[src/fvts_pkg.sv]
// ----------------------------------------------------------------------------
// fvts_pkg: shared types and constants
// Register codes, window record, queue status and back-end state encoding
// for the four-voice tone and noise synthesizer.
// ----------------------------------------------------------------------------
package fvts_pkg;

	localparam int VOICES      = 4;
	localparam int NOISE_VOICE = 3;
	localparam int SUM_W       = 22;
	localparam int TICKS_W     = 17;
	localparam int PHASE_W     = 33;
	localparam int DIV_STEPS   = SUM_W;
	localparam int CNT_W       = $clog2(DIV_STEPS);

	// register indexes on paddr[3:2]
	localparam logic [1:0] REG_PERIOD = 2'd0;
	localparam logic [1:0] REG_TAPS   = 2'd1;
	localparam logic [1:0] REG_SEED   = 2'd2;

	localparam logic [15:0] TAPS_RESET = 16'hB400;
	localparam logic [15:0] SEED_RESET = 16'h0001;
	localparam logic [PHASE_W-1:0] ONE_TICK = PHASE_W'(33'h1_0000);
	localparam logic [7:0] CENTER = 8'd128;
	localparam logic [7:0] RELOAD_BASE = 8'd128;

	typedef struct packed {
		logic [31:0] period;
		logic [15:0] taps;
		logic        seed_load;
		logic [15:0] seed_value;
	} cfg_t;

	typedef struct packed {
		logic [SUM_W-1:0]   sum;
		logic [TICKS_W-1:0] ticks;
	} win_t;

	typedef struct packed {
		logic full;
		logic not_empty;
	} q_stat_t;

	typedef enum logic [1:0] {
		BK_IDLE,
		BK_DIV,
		BK_FIN
	} back_state_t;

endpackage

[src/fvts_tick_if.sv]
// ----------------------------------------------------------------------------
// fvts_tick_if: chip tick channel
// Carries the four voice control bytes and the master volume of one tick.
// ----------------------------------------------------------------------------
interface fvts_tick_if;
	logic       valid;
	logic       ready;
	logic [7:0] bass_control;
	logic [7:0] alto_control;
	logic [7:0] soprano_control;
	logic [7:0] noise_control;
	logic [3:0] volume;

	modport source (output valid, bass_control, alto_control, soprano_control,
		noise_control, volume, input ready);
	modport sink (input valid, bass_control, alto_control, soprano_control,
		noise_control, volume, output ready);
endinterface

[src/fvts_sample_if.sv]
// ----------------------------------------------------------------------------
// fvts_sample_if: audio sample channel
// Carries one unsigned 8-bit sample centered at 128.
// ----------------------------------------------------------------------------
interface fvts_sample_if;
	logic       valid;
	logic       ready;
	logic [7:0] sample;

	modport source (output valid, sample, input ready);
	modport sink (input valid, sample, output ready);
endinterface

[src/fvts_regs.sv]
// ----------------------------------------------------------------------------
// fvts_regs: configuration registers
// APB register file for sample period, noise taps and noise seed.
// ----------------------------------------------------------------------------
module fvts_regs (
	input  logic                clk,
	input  logic                arst_n,
	input  logic                psel,
	input  logic                penable,
	input  logic                pwrite,
	input  logic [3:0]          paddr,
	input  logic [31:0]         pwdata,
	output logic [31:0]         prdata,
	output logic                pready,
	output fvts_pkg::cfg_t      cfg
);

	logic [31:0] period_q;
	logic [15:0] taps_q;
	logic [15:0] seed_q;
	logic        wr;
	logic [1:0]  idx;

	assign pready = 1'b1;
	assign wr     = psel && penable && pwrite;
	assign idx    = paddr[3:2];

	always_ff @(posedge clk or negedge arst_n) begin
		if (!arst_n) begin
			period_q <= '0;
			taps_q   <= fvts_pkg::TAPS_RESET;
			seed_q   <= fvts_pkg::SEED_RESET;
		end else if (wr) begin
			unique case (idx)
				fvts_pkg::REG_PERIOD: period_q <= pwdata;
				fvts_pkg::REG_TAPS:   taps_q   <= pwdata[15:0];
				fvts_pkg::REG_SEED:   seed_q   <= pwdata[15:0];
				default: ;
			endcase
		end
	end

	always_comb begin
		unique case (idx)
			fvts_pkg::REG_PERIOD: prdata = period_q;
			fvts_pkg::REG_TAPS:   prdata = {16'd0, taps_q};
			fvts_pkg::REG_SEED:   prdata = {16'd0, seed_q};
			default:              prdata = '0;
		endcase
	end

	// seed write reloads the noise register on the same edge
	assign cfg.period     = period_q;
	assign cfg.taps       = taps_q;
	assign cfg.seed_load  = wr && (idx == fvts_pkg::REG_SEED);
	assign cfg.seed_value = pwdata[15:0];

endmodule

[src/fvts_front.sv]
// ----------------------------------------------------------------------------
// fvts_front: voice engine and window accumulator
// Takes one chip tick per cycle while the queue is not full, clocks the four
// voices, accumulates the volume-scaled mix and posts a window record when
// the phase reaches or passes the period.
module fvts_front #(
	parameter int BASS_DIVIDE    = 128,
	parameter int ALTO_DIVIDE    = 64,
	parameter int SOPRANO_DIVIDE = 32,
	parameter int NOISE_DIVIDE   = 32
) (
	input  logic               clk,
	input  logic               arst_n,
	fvts_tick_if.sink          ticks,
	input  fvts_pkg::cfg_t     cfg,
	input  fvts_pkg::q_stat_t  q_stat,
	output logic               push,
	output fvts_pkg::win_t     push_win
);

	localparam logic [7:0] DIVIDE [fvts_pkg::VOICES] = '{
		8'(BASS_DIVIDE), 8'(ALTO_DIVIDE), 8'(SOPRANO_DIVIDE), 8'(NOISE_DIVIDE)
	};

	logic [7:0]  pre_q [fvts_pkg::VOICES];
	logic [7:0]  per_q [fvts_pkg::VOICES];
	logic [fvts_pkg::VOICES-1:0] bit_q;
	logic [15:0] shift_q;
	logic [fvts_pkg::SUM_W-1:0]   sum_q;
	logic [fvts_pkg::TICKS_W-1:0] ticks_q;
	logic [fvts_pkg::PHASE_W-1:0] phase_q;

	logic [7:0]  pre_d [fvts_pkg::VOICES];
	logic [7:0]  per_d [fvts_pkg::VOICES];
	logic [fvts_pkg::VOICES-1:0] bit_d;
	logic [15:0] shift_d;
	logic [15:0] lfsr_next;
	logic [7:0]  ctl [fvts_pkg::VOICES];
	logic [2:0]  mix;
	logic [6:0]  level;
	logic [fvts_pkg::SUM_W-1:0]   sum_n;
	logic [fvts_pkg::TICKS_W-1:0] ticks_n;
	logic [fvts_pkg::PHASE_W-1:0] phase_n;
	logic        win_end;
	logic        step;

	assign ticks.ready = !q_stat.full;
	assign step = ticks.valid && ticks.ready && (cfg.period != '0);

	assign ctl[0] = ticks.bass_control;
	assign ctl[1] = ticks.alto_control;
	assign ctl[2] = ticks.soprano_control;
	assign ctl[3] = ticks.noise_control;

	assign lfsr_next = {1'b0, shift_q[15:1]} ^ (shift_q[0] ? cfg.taps : 16'd0);

	always_comb begin
		logic [7:0] pre_dec;
		pre_d   = pre_q;
		per_d   = per_q;
		bit_d   = bit_q;
		shift_d = shift_q;
		for (int v = 0; v < fvts_pkg::VOICES; v++) begin
			pre_dec = pre_q[v] - 8'd1;
			if (pre_dec != 8'd0) begin
				pre_d[v] = pre_dec;
			end else begin
				pre_d[v] = DIVIDE[v];
				if (!ctl[v][7]) begin
					bit_d[v] = 1'b0;
					per_d[v] = 8'd0;
				end else if (per_q[v] != 8'd0) begin
					per_d[v] = per_q[v] - 8'd1;
				end else begin
					per_d[v] = fvts_pkg::RELOAD_BASE - {1'b0, ctl[v][6:0]};
					if (v == fvts_pkg::NOISE_VOICE) begin
						shift_d  = lfsr_next;
						bit_d[v] = lfsr_next[0];
					end else begin
						bit_d[v] = !bit_q[v];
					end
				end
			end
		end
	end

	assign mix     = 3'(bit_d[0]) + 3'(bit_d[1]) + 3'(bit_d[2]) + 3'(bit_d[3]);
	assign level   = mix * ticks.volume;
	assign sum_n   = sum_q + fvts_pkg::SUM_W'(level);
	assign ticks_n = ticks_q + fvts_pkg::TICKS_W'(1);
	assign phase_n = phase_q + fvts_pkg::ONE_TICK;
	assign win_end = phase_n >= {1'b0, cfg.period};

	assign push           = step && win_end;
	assign push_win.sum   = sum_n;
	assign push_win.ticks = ticks_n;

	always_ff @(posedge clk or negedge arst_n) begin
		if (!arst_n) begin
			for (int v = 0; v < fvts_pkg::VOICES; v++) begin
				pre_q[v] <= DIVIDE[v];
				per_q[v] <= 8'd0;
			end
			bit_q   <= '0;
			shift_q <= fvts_pkg::SEED_RESET;
			sum_q   <= '0;
			ticks_q <= '0;
			phase_q <= '0;
		end else if (cfg.seed_load) begin
			shift_q <= cfg.seed_value;
		end else if (step) begin
			pre_q   <= pre_d;
			per_q   <= per_d;
			bit_q   <= bit_d;
			shift_q <= shift_d;
			if (win_end) begin
				// close the window: hand the totals over, restart the sums
				sum_q   <= '0;
				ticks_q <= '0;
				phase_q <= phase_n - {1'b0, cfg.period};
			end else begin
				sum_q   <= sum_n;
				ticks_q <= ticks_n;
				phase_q <= phase_n;
			end
		end
	end

endmodule

[src/fvts_queue.sv]
// ----------------------------------------------------------------------------
// fvts_queue: window record queue
// Small register FIFO between the voice engine and the averaging divider.
// ----------------------------------------------------------------------------
module fvts_queue #(
	parameter int DEPTH = 4
) (
	input  logic               clk,
	input  logic               arst_n,
	input  logic               push,
	input  fvts_pkg::win_t     push_win,
	input  logic               pop,
	output fvts_pkg::win_t     pop_win,
	output fvts_pkg::q_stat_t  q_stat
);

	localparam int PTR_W = (DEPTH > 1) ? $clog2(DEPTH) : 1;
	localparam int CNT_W = $clog2(DEPTH + 1);

	fvts_pkg::win_t    mem_q [DEPTH];
	logic [PTR_W-1:0]  wr_ptr_q;
	logic [PTR_W-1:0]  rd_ptr_q;
	logic [CNT_W-1:0]  count_q;
	logic              do_push;
	logic              do_pop;

	assign q_stat.full      = count_q == CNT_W'(DEPTH);
	assign q_stat.not_empty = count_q != '0;
	assign do_push = push && !q_stat.full;
	assign do_pop  = pop && q_stat.not_empty;
	assign pop_win = mem_q[rd_ptr_q];

	always_ff @(posedge clk) begin
		if (do_push) begin
			mem_q[wr_ptr_q] <= push_win;
		end
	end

	always_ff @(posedge clk or negedge arst_n) begin
		if (!arst_n) begin
			wr_ptr_q <= '0;
			rd_ptr_q <= '0;
			count_q  <= '0;
		end else begin
			if (do_push) begin
				wr_ptr_q <= (wr_ptr_q == PTR_W'(DEPTH - 1)) ? '0 : wr_ptr_q + PTR_W'(1);
			end
			if (do_pop) begin
				rd_ptr_q <= (rd_ptr_q == PTR_W'(DEPTH - 1)) ? '0 : rd_ptr_q + PTR_W'(1);
			end
			if (do_push && !do_pop) begin
				count_q <= count_q + CNT_W'(1);
			end else if (do_pop && !do_push) begin
				count_q <= count_q - CNT_W'(1);
			end
		end
	end

endmodule

[src/fvts_back.sv]
// ----------------------------------------------------------------------------
// fvts_back: window averager and sample output
// Restoring divider, one quotient bit per cycle, then 128 + 2 * average
// into the output register.
// ----------------------------------------------------------------------------
module fvts_back (
	input  logic               clk,
	input  logic               arst_n,
	input  fvts_pkg::q_stat_t  q_stat,
	input  fvts_pkg::win_t     pop_win,
	output logic               pop,
	fvts_sample_if.source      samples
);

	fvts_pkg::back_state_t state_q;
	fvts_pkg::back_state_t state_d;

	logic [fvts_pkg::SUM_W-1:0]   num_q;
	logic [fvts_pkg::SUM_W-1:0]   quo_q;
	logic [fvts_pkg::TICKS_W-1:0] den_q;
	logic [fvts_pkg::TICKS_W-1:0] rem_q;
	logic [fvts_pkg::CNT_W-1:0]   cnt_q;
	logic                         den_zero_q;
	logic                         valid_q;
	logic [7:0]                   sample_q;

	logic [fvts_pkg::TICKS_W:0]   rem_sh;
	logic                         ge;
	logic                         div_step;
	logic                         load_out;
	logic                         out_free;
	logic                         last_step;
	logic [6:0]                   avg_lo;

	assign out_free  = !valid_q || samples.ready;
	assign last_step = cnt_q == fvts_pkg::CNT_W'(fvts_pkg::DIV_STEPS - 1);

	always_comb begin
		state_d = state_q;
		unique case (state_q)
			fvts_pkg::BK_IDLE: if (q_stat.not_empty) state_d = fvts_pkg::BK_DIV;
			fvts_pkg::BK_DIV:  if (last_step) state_d = fvts_pkg::BK_FIN;
			fvts_pkg::BK_FIN:  if (out_free) state_d = fvts_pkg::BK_IDLE;
			default:           state_d = fvts_pkg::BK_IDLE;
		endcase
	end

	always_comb begin
		pop      = 1'b0;
		div_step = 1'b0;
		load_out = 1'b0;
		unique case (state_q)
			fvts_pkg::BK_IDLE: pop      = q_stat.not_empty;
			fvts_pkg::BK_DIV:  div_step = 1'b1;
			fvts_pkg::BK_FIN:  load_out = out_free;
			default: ;
		endcase
	end

	assign rem_sh = {rem_q, num_q[fvts_pkg::SUM_W-1]};
	assign ge     = rem_sh >= {1'b0, den_q};
	// only the low bits of the average reach the 8-bit sample
	assign avg_lo = den_zero_q ? 7'd0 : quo_q[6:0];

	always_ff @(posedge clk) begin
		if (pop) begin
			num_q      <= pop_win.sum;
			den_q      <= pop_win.ticks;
			den_zero_q <= pop_win.ticks == '0;
			rem_q      <= '0;
			quo_q      <= '0;
		end else if (div_step) begin
			num_q <= {num_q[fvts_pkg::SUM_W-2:0], 1'b0};
			quo_q <= {quo_q[fvts_pkg::SUM_W-2:0], ge};
			rem_q <= ge ? fvts_pkg::TICKS_W'(rem_sh - {1'b0, den_q})
			            : rem_sh[fvts_pkg::TICKS_W-1:0];
		end
		if (load_out) begin
			sample_q <= fvts_pkg::CENTER + {avg_lo, 1'b0};
		end
	end

	always_ff @(posedge clk or negedge arst_n) begin
		if (!arst_n) begin
			state_q <= fvts_pkg::BK_IDLE;
			cnt_q   <= '0;
			valid_q <= 1'b0;
		end else begin
			state_q <= state_d;
			if (pop) begin
				cnt_q <= '0;
			end else if (div_step) begin
				cnt_q <= cnt_q + fvts_pkg::CNT_W'(1);
			end
			if (load_out) begin
				valid_q <= 1'b1;
			end else if (samples.ready) begin
				valid_q <= 1'b0;
			end
		end
	end

	assign samples.valid  = valid_q;
	assign samples.sample = sample_q;

endmodule

[src/four_voice_tone_noise_synth.sv]
// ----------------------------------------------------------------------------
// four_voice_tone_noise_synth: three square-wave voices and one noise voice
// Channel   Role    Payload
// ticks     sink    bass/alto/soprano/noise control bytes, 4-bit volume
// samples   source  8-bit sample centered at 128
// APB       slave   sample_period_fp @0x0, noise_taps @0x4, noise_seed @0x8
//
// The voice engine takes one tick per cycle while the window queue has room.
// Each closed window passes the averaging divider through load, 22 quotient
// bits and output; the four-entry queue absorbs windows that close meanwhile.
// A tick taken while the period register is zero changes nothing.
// Reset is asynchronous and needs no clearing pass; ticks stall only on a
// full queue, and a held sample stalls only the divider.
// ----------------------------------------------------------------------------
module four_voice_tone_noise_synth #(
	parameter int BASS_DIVIDE    = 128,
	parameter int ALTO_DIVIDE    = 64,
	parameter int SOPRANO_DIVIDE = 32,
	parameter int NOISE_DIVIDE   = 32,
	parameter int QUEUE_DEPTH    = 4
) (
	input  logic         clk,
	input  logic         arst_n,
	fvts_tick_if.sink    ticks,
	fvts_sample_if.source samples,
	input  logic         psel,
	input  logic         penable,
	input  logic         pwrite,
	input  logic [3:0]   paddr,
	input  logic [31:0]  pwdata,
	output logic [31:0]  prdata,
	output logic         pready
);

	fvts_pkg::cfg_t    cfg;
	fvts_pkg::q_stat_t q_stat;
	fvts_pkg::win_t    push_win;
	fvts_pkg::win_t    pop_win;
	logic              push;
	logic              pop;

	fvts_regs u_regs (
		.clk     (clk),
		.arst_n  (arst_n),
		.psel    (psel),
		.penable (penable),
		.pwrite  (pwrite),
		.paddr   (paddr),
		.pwdata  (pwdata),
		.prdata  (prdata),
		.pready  (pready),
		.cfg     (cfg)
	);

	fvts_front #(
		.BASS_DIVIDE    (BASS_DIVIDE),
		.ALTO_DIVIDE    (ALTO_DIVIDE),
		.SOPRANO_DIVIDE (SOPRANO_DIVIDE),
		.NOISE_DIVIDE   (NOISE_DIVIDE)
	) u_front (
		.clk      (clk),
		.arst_n   (arst_n),
		.ticks    (ticks),
		.cfg      (cfg),
		.q_stat   (q_stat),
		.push     (push),
		.push_win (push_win)
	);

	fvts_queue #(
		.DEPTH (QUEUE_DEPTH)
	) u_queue (
		.clk      (clk),
		.arst_n   (arst_n),
		.push     (push),
		.push_win (push_win),
		.pop      (pop),
		.pop_win  (pop_win),
		.q_stat   (q_stat)
	);

	fvts_back u_back (
		.clk     (clk),
		.arst_n  (arst_n),
		.q_stat  (q_stat),
		.pop_win (pop_win),
		.pop     (pop),
		.samples (samples)
	);

endmodule

[src/flat_wrapper.sv]
// flat-port wrapper written by rule: the top's interface ports become plain ports
module four_voice_tone_noise_synth_flat 
#(
	parameter int BASS_DIVIDE    = 128,
	parameter int ALTO_DIVIDE    = 64,
	parameter int SOPRANO_DIVIDE = 32,
	parameter int NOISE_DIVIDE   = 32,
	parameter int QUEUE_DEPTH    = 4
)
  (clk, arst_n, psel, penable, pwrite, paddr, pwdata, prdata, pready, ticks_valid, ticks_bass_control, ticks_alto_control, ticks_soprano_control, ticks_noise_control, ticks_volume, ticks_ready, samples_valid, samples_sample, samples_ready);
  fvts_tick_if ticks_i ();
  fvts_sample_if samples_i ();
  input  logic clk;
  input  logic arst_n;
  input  logic psel;
  input  logic penable;
  input  logic pwrite;
  input  logic [3:0] paddr;
  input  logic [31:0] pwdata;
  output logic [31:0] prdata;
  output logic pready;
  input wire logic [$bits(ticks_i.valid)-1:0] ticks_valid;
  input wire logic [$bits(ticks_i.bass_control)-1:0] ticks_bass_control;
  input wire logic [$bits(ticks_i.alto_control)-1:0] ticks_alto_control;
  input wire logic [$bits(ticks_i.soprano_control)-1:0] ticks_soprano_control;
  input wire logic [$bits(ticks_i.noise_control)-1:0] ticks_noise_control;
  input wire logic [$bits(ticks_i.volume)-1:0] ticks_volume;
  output wire logic [$bits(ticks_i.ready)-1:0] ticks_ready;
  output wire logic [$bits(samples_i.valid)-1:0] samples_valid;
  output wire logic [$bits(samples_i.sample)-1:0] samples_sample;
  input wire logic [$bits(samples_i.ready)-1:0] samples_ready;
  assign ticks_i.valid = ticks_valid;
  assign ticks_i.bass_control = ticks_bass_control;
  assign ticks_i.alto_control = ticks_alto_control;
  assign ticks_i.soprano_control = ticks_soprano_control;
  assign ticks_i.noise_control = ticks_noise_control;
  assign ticks_i.volume = ticks_volume;
  assign ticks_ready = ticks_i.ready;
  assign samples_valid = samples_i.valid;
  assign samples_sample = samples_i.sample;
  assign samples_i.ready = samples_ready;
  four_voice_tone_noise_synth #(.BASS_DIVIDE(BASS_DIVIDE), .ALTO_DIVIDE(ALTO_DIVIDE), .SOPRANO_DIVIDE(SOPRANO_DIVIDE), .NOISE_DIVIDE(NOISE_DIVIDE), .QUEUE_DEPTH(QUEUE_DEPTH)) u_core (.clk(clk), .arst_n(arst_n), .ticks(ticks_i), .samples(samples_i), .psel(psel), .penable(penable), .pwrite(pwrite), .paddr(paddr), .pwdata(pwdata), .prdata(prdata), .pready(pready));
endmodule
[config.mk]
export PLATFORM = sky130hd
export DESIGN_NAME = four_voice_tone_noise_synth_flat
export DESIGN_NICKNAME = d
export VERILOG_FILES = /design/src/fvts_pkg.sv /design/src/fvts_tick_if.sv /design/src/fvts_sample_if.sv /design/src/fvts_regs.sv /design/src/fvts_front.sv /design/src/fvts_queue.sv /design/src/fvts_back.sv /design/src/four_voice_tone_noise_synth.sv /design/src/flat_wrapper.sv
export SDC_FILE = /design/constraint.sdc
export NUM_CORES = 1
export LEC_CHECK = 0
export BUFFER_PORTS_ARGS = -buffer_cell sky130_fd_sc_hd__buf_4
export CORE_UTILIZATION = 45
export DETAILED_ROUTE_END_ITERATION = 12
export PLACE_DENSITY_LB_ADDON = 0.3
export SLEW_MARGIN = 10
export SYNTH_ARGS = -nofsm -noshare
export SYNTH_HDL_FRONTEND = slang
export SYNTH_HIERARCHICAL = 1
export SYNTH_SLANG_ARGS = --single-unit
[constraint.sdc]
create_clock -name clk -period 6.6 [get_ports clk]
set_input_delay 0.33 -clock clk [delete_from_list [all_inputs] [get_ports clk]]
set_output_delay 0.33 -clock clk [all_outputs]
set_load 0.01 [all_outputs]
**Yosys cells after proc, flatten, opt, wreduce, memory -nomap -nowiden**

Memories as Yosys holds them, arrays and structs flattened.
Index checks and enable logic that the tools add are counted.

- Register bits: 307
- RAM bits: 156
- Input bits: 79
- Output and inout bits: 43
- Word-level logic and storage cells: 178
- Memories: 1

Memory list:

| memory | words | bits a word | rd ports | clocked after Yosys merged registers in | write ports | RTL line | source |
|---|---|---|---|---|---|---|---|
| u_core.u_queue.mem_q | 4 | 39 | 1 | 0 | 1 | fvts_queue.sv:20 | `fvts_pkg::win_t mem_q [DEPTH];` |

- $add $sub $neg: 26
- Multipliers: 1
- Order comparisons: 2
- Equality and inequality tests: 13
- Muxes and demuxes: 55
- Bitwise gates (word level): 6
- Reductions and logical operators: 46

Operators with widths:

| cell | number |
|---|---|
| 2-to-1 mux 16 bit | 6 |
| 2-to-1 mux 8 bit | 12 |
| one-hot mux 32 bit (3 select lines) | 1 |
| 2-to-1 mux 22 bit | 3 |
| nonzero test 8 bit | 8 |
| subtractor 8 x 1 -> 8 bit (second input constant) | 8 |
| 2-to-1 mux 17 bit | 2 |
| adder 33 x 17 -> 33 bit (second input constant) | 1 |
| greater-or-equal comparator 33 x 32 -> 1 bit | 1 |
| 2-to-1 mux 33 bit | 1 |
| subtractor 33 x 32 -> 33 bit | 1 |
| nonzero test 32 bit | 1 |
| subtractor 8 x 7 -> 8 bit (first input constant) | 4 |
| adder 22 x 7 -> 22 bit | 1 |
| 2-to-1 mux 1 bit | 19 |
| greater-or-equal comparator 18 x 17 -> 1 bit | 1 |
| adder 17 x 1 -> 17 bit (second input constant) | 1 |
| logical NOT 17 bit | 1 |
| subtractor 17 bit | 1 |
| bitwise XOR 15 x 16 -> 16 bit | 1 |
| AND reduction 3 bit | 5 |
| logical AND 1 bit | 10 |
| 2-to-1 mux 2 bit | 5 |
| 2-to-1 mux 5 bit | 2 |
| other kinds (26) | 53 |

**Depth between registers and ports, before layout**

- Depth in word-level cells: 10
- Depth in mapped cells: 28
- Mapped depth without buffers: 27

**By module**

The synthesis kept the hierarchy.

By module, submodules not included:

| module | times used | cells an instance | area each (µm²) | sequential area each (µm²) |
|---|---|---|---|---|
| fvts_front | 1 | 1427 | 11647.4 | 3910.0 |
| fvts_queue | 1 | 241 | 6137.1 | 4859.7 |
| fvts_back | 1 | 341 | 3875.0 | 2092.0 |
| fvts_regs | 1 | 228 | 3010.4 | 1607.8 |

**Least setup slack after synthesis**

Ideal clock, no wire load.

- Path type: reg-to-reg
- Start point: register u_core/u_front/per_q[24] in the netlist's numbering
- End point: memory u_core/u_queue/mem_q[0][36] in the netlist's numbering (data pin)
- Arrival time: 5824 ps
- Data required time: 6335 ps
- Path slack: 511 ps
- Stages on the path, launching flop included: 28
- Path buffers: 1
- Period minus slack after synthesis: 6089 ps
- Path through: dfrtp_1 inv_1 ha_1 nand2b_1 or2_1 or3_1 or3_1 buf_2 nand2_1 nand2_1 a32o_1 fa_1 ha_1 ha_1 nand2_1 fa_1 inv_1 fa_1 fa_1 a21oi_1 nor2_1 nor2_1 o21bai_1 a21oi_1 nor2_1 and4_1 xnor2_1 inv_1

RTL lines:

| what | RTL line | source |
|---|---|---|
| start: declaration | fvts_front.sv:26 | `logic [7:0] per_q [fvts_pkg::VOICES];` |
| start signal: assignment | fvts_front.sv:113 | `per_q <= per_d;` |
| end: declaration | fvts_queue.sv:20 |  |

==> reports/metrics.yaml <==
die_area_sq_um: 55800
synthesis.nets: 2415
pre_cts_slack_ps: 138
slew_violations: 0
die_width_microns: 236
cts_setup_buffers: 0
vias_per_cell: 5.54
hold_path_class: "input port to flip-flop"
synthCells: 2237
layout_min_cycle_time_ps: 6250
area_growth_pct: 14.0
hold_path_depth: 3
hold_viol_final: 0
finalWorstSetupSlack_ps: 346
holdWs_ps: 66.8
drt-initial-drc-count: 903
drc_errors: 0
avgSynthCellArea_sq_um: 11.0
clockBufferDepth: 3
dp_hpwl_microns: 36100
finalSetupViolCount: 0
synth_seq_area_share_pct: 50.5
grt_pass1_wl_microns: 88400
via_count: 17100
critPathBufInv: 4
path_clk_slew_ps: 60
ys.flop_type: "dfrtp_1"
design_area_sq_um: 28100
cts_made_buffers: 51
wl_per_cell_microns: 17.4
drive_gt1_share_pct: 17.0
power_density_nw_per_um2: 438
grt_pass1_vias: 17400
max_freq_ghz: 0.160
ys_types: 96
dpl-instance-area_sq_um: 26000
grt_max_degree: 130
diodes: 0
netlist_top_cells_count: "nand2_1 (264), dfrtp_1 (225), edfxtp_1 (203)"
critPathLaunchType: "flip-flop"
core_area_sq_um: 54000
drt-total-wl_microns: 53900
gp_congestion: 0.863
antenna_found_initial: 0
io_pins: 122
clock_latency_ps: 600
ys_warn_count: 6
start_util_pct: 45.7
cts_tree: "built"
critPathCaptureType: "flip-flop"
p_leak_nw: 11.5
cp.arrival_ps: 6590
async_flop_share_pct: 50.9
crit_slowest_cell: "fa_1"
track_usage_pct: 19.5
synth.area.top_cells: "edfxtp_1 (25%), dfrtp_1 (23%), ha_1 (4.5%)"
rsz0062_at_grt: "true"
synth_top_area_cell: "edfxtp_1"
fin_crit_sh_pct: 94.8
slowest_delay_ps: 510
htreeDepth: 2
placementRows: 85
overflow: 0
root_buffer: "clkbuf_16"
port_buffers: 117
nets: 2535
cpLargestDelayFamily: "adder cells"
synth_top_cell_area_share_pct: 24.7
max-slew-margin-rel_pct: 29.7
maxCapViolCount: 0
worstSetupPathType: "flip-flop to flip-flop"
clock_sinks: 462
vdd_drop_max_mv: 0.251
required_ps: 6930
clock_skew_ps: 29.1
ff2ff_path_depth: 27
worstMarginPinSlew_ps: 1050
drt-pass1-iter-count: 5
utilization_pct: 52.0
fp.dieH_microns: 236
cp_max_fo: 5
yosysMostFrequentCell: "nand2_1"
synth_edf_count: 203
ant_nets: 0
status: "finished clean"
critical_path_depth: 27
ys_ff_latch: 462
synth_area_sq_um: 24700
## sequential cells by signal, indices dropped and copies added, names as in the netlist, 22 cells and up
| register | flops |
|---|---|
| u_core/u_regs/period_q | 32 |
| u_core/u_back/num_q | 22 |
| u_core/u_front/pre_q | 32 |
| u_core/u_front/per_q | 32 |
| u_core/u_front/sum_q | 22 |
| u_core/u_queue/mem_q | 156 |
| u_core/u_front/phase_q | 33 |
## what timing repair did
action | in CTS | in global routing
endpoints found under the setup margin | 0 | 58
gates resized for setup | 0 | 9
endpoints found under the hold margin | 181 | 0
hold buffers | 33 | 0
## layer usage
metal	share of wire [%]	GRT usage [%]	vias up
met5	0	0	-
met4	2.7	6.99	0
met3	3.6	2.39	88
met2	50	34.3	334
met1	43	24.5	8469
li1	-	-	8251
## cell type report
cell class,instances,area [sq um]
Fill cell,4666,25900
Sequential cell,462,12500
Multi-Input combinational cell,1541,11100
Clock buffer,69,1460
Timing Repair Buffer,173,1400
Tap cell,696,871
Inverter,128,480
Clock inverter,26,284
## through the flow
stage / TNS, ps / power [mW] / instances
2_1_floorplan: 0 / 8.26 / 2237
3_3_place_gp: 0 / 9.29 / 2967
3_5_place_dp: 0 / 9.45 / 2967
4_1_cts: 0 / 12.4 / 3095
5_1_grt: -189 / 13.2 / 3095
6_report: 0 / 12.3 / 3095
## placed cells by master (no fill, tap or decap), types with 18 or more instances in the layout
master         instances
nand2_1              264
a21oi_1               82
mux2i_1               37
xor2_1                70
mux4_2                38
xnor2_1               85
a21o_1                25
buf_4                138
nand2b_1              18
ha_1                  88
edfxtp_1             203
nor2b_1               27
nor3_1                24
clkbuf_16             54
nand3_1               44
nor4_1                32
o21ai_0              188
dfrtp_1              224
and3_1                27
inv_1                128
mux2_2                90
dfxtp_1               24
o31ai_1               22
nor2_1               105
and2_1                34
dlygate4sd3_1         33
## worst register-to-register path, stage by stage, from the launching register on
cell and delay, ps:
dfrtp_1 410, inv_1 90, ha_1 180, nand2b_1 70, or2_1 240, or3_1 360, or3_1 340, nand2_1 100
nand2_1 60, a32o_1 270, fa_1 490, ha_1 210, ha_1 310, and2_1 170, fa_1 510, inv_1 50
fa_1 490, inv_1 40, ha_1 340, a21oi_2 80, nor2_1 110, nor2_2 60, o21bai_1 170, a21oi_2 90
nor2_2 260, and4_1 250, xnor2_1 140, inv_1 110
## power by group
part	internal, mW	leakage, nW	switching, mW
combinational	2.13	5.63	2.76
sequential	3.93	5.06	0.585
clock	1.72	0.846	1.19
## path summary, 6_finish.rpt
check	slack (ps)	endpoint	startpoint
max	350	u_core/u_queue/mem_q[0][36]	u_core/u_front/per_q[24]
min	70	u_core/u_back/samples.valid	samples_ready
max reg2reg	350	u_core/u_queue/mem_q[0][36]	u_core/u_front/per_q[24]
min reg2reg	470	u_core/u_front/pre_q[7]	u_core/u_front/pre_q[7]
max in group asynchronous	4900	u_core/u_front/per_q[9]	arst_n
min in group asynchronous	340	u_core/u_back/cnt_q[0]	arst_n
## logic make-up (layout without fill, tap and decap cells)
logic type      count (synthesis)  count (layout)  share of synthesized area, %
simple gates                  658             658                          13.2
fa+ha+maj                      99              99                          5.36
compound gates                455             455                          11.4
other cells                     2               2                        0.0304
mux                           170             170                          9.40
flops                         462             462                          50.5
buf+inv                       234             396                          4.51
xor+xnor                      157             157                          5.57
Power figures use the tool's default switching activity.
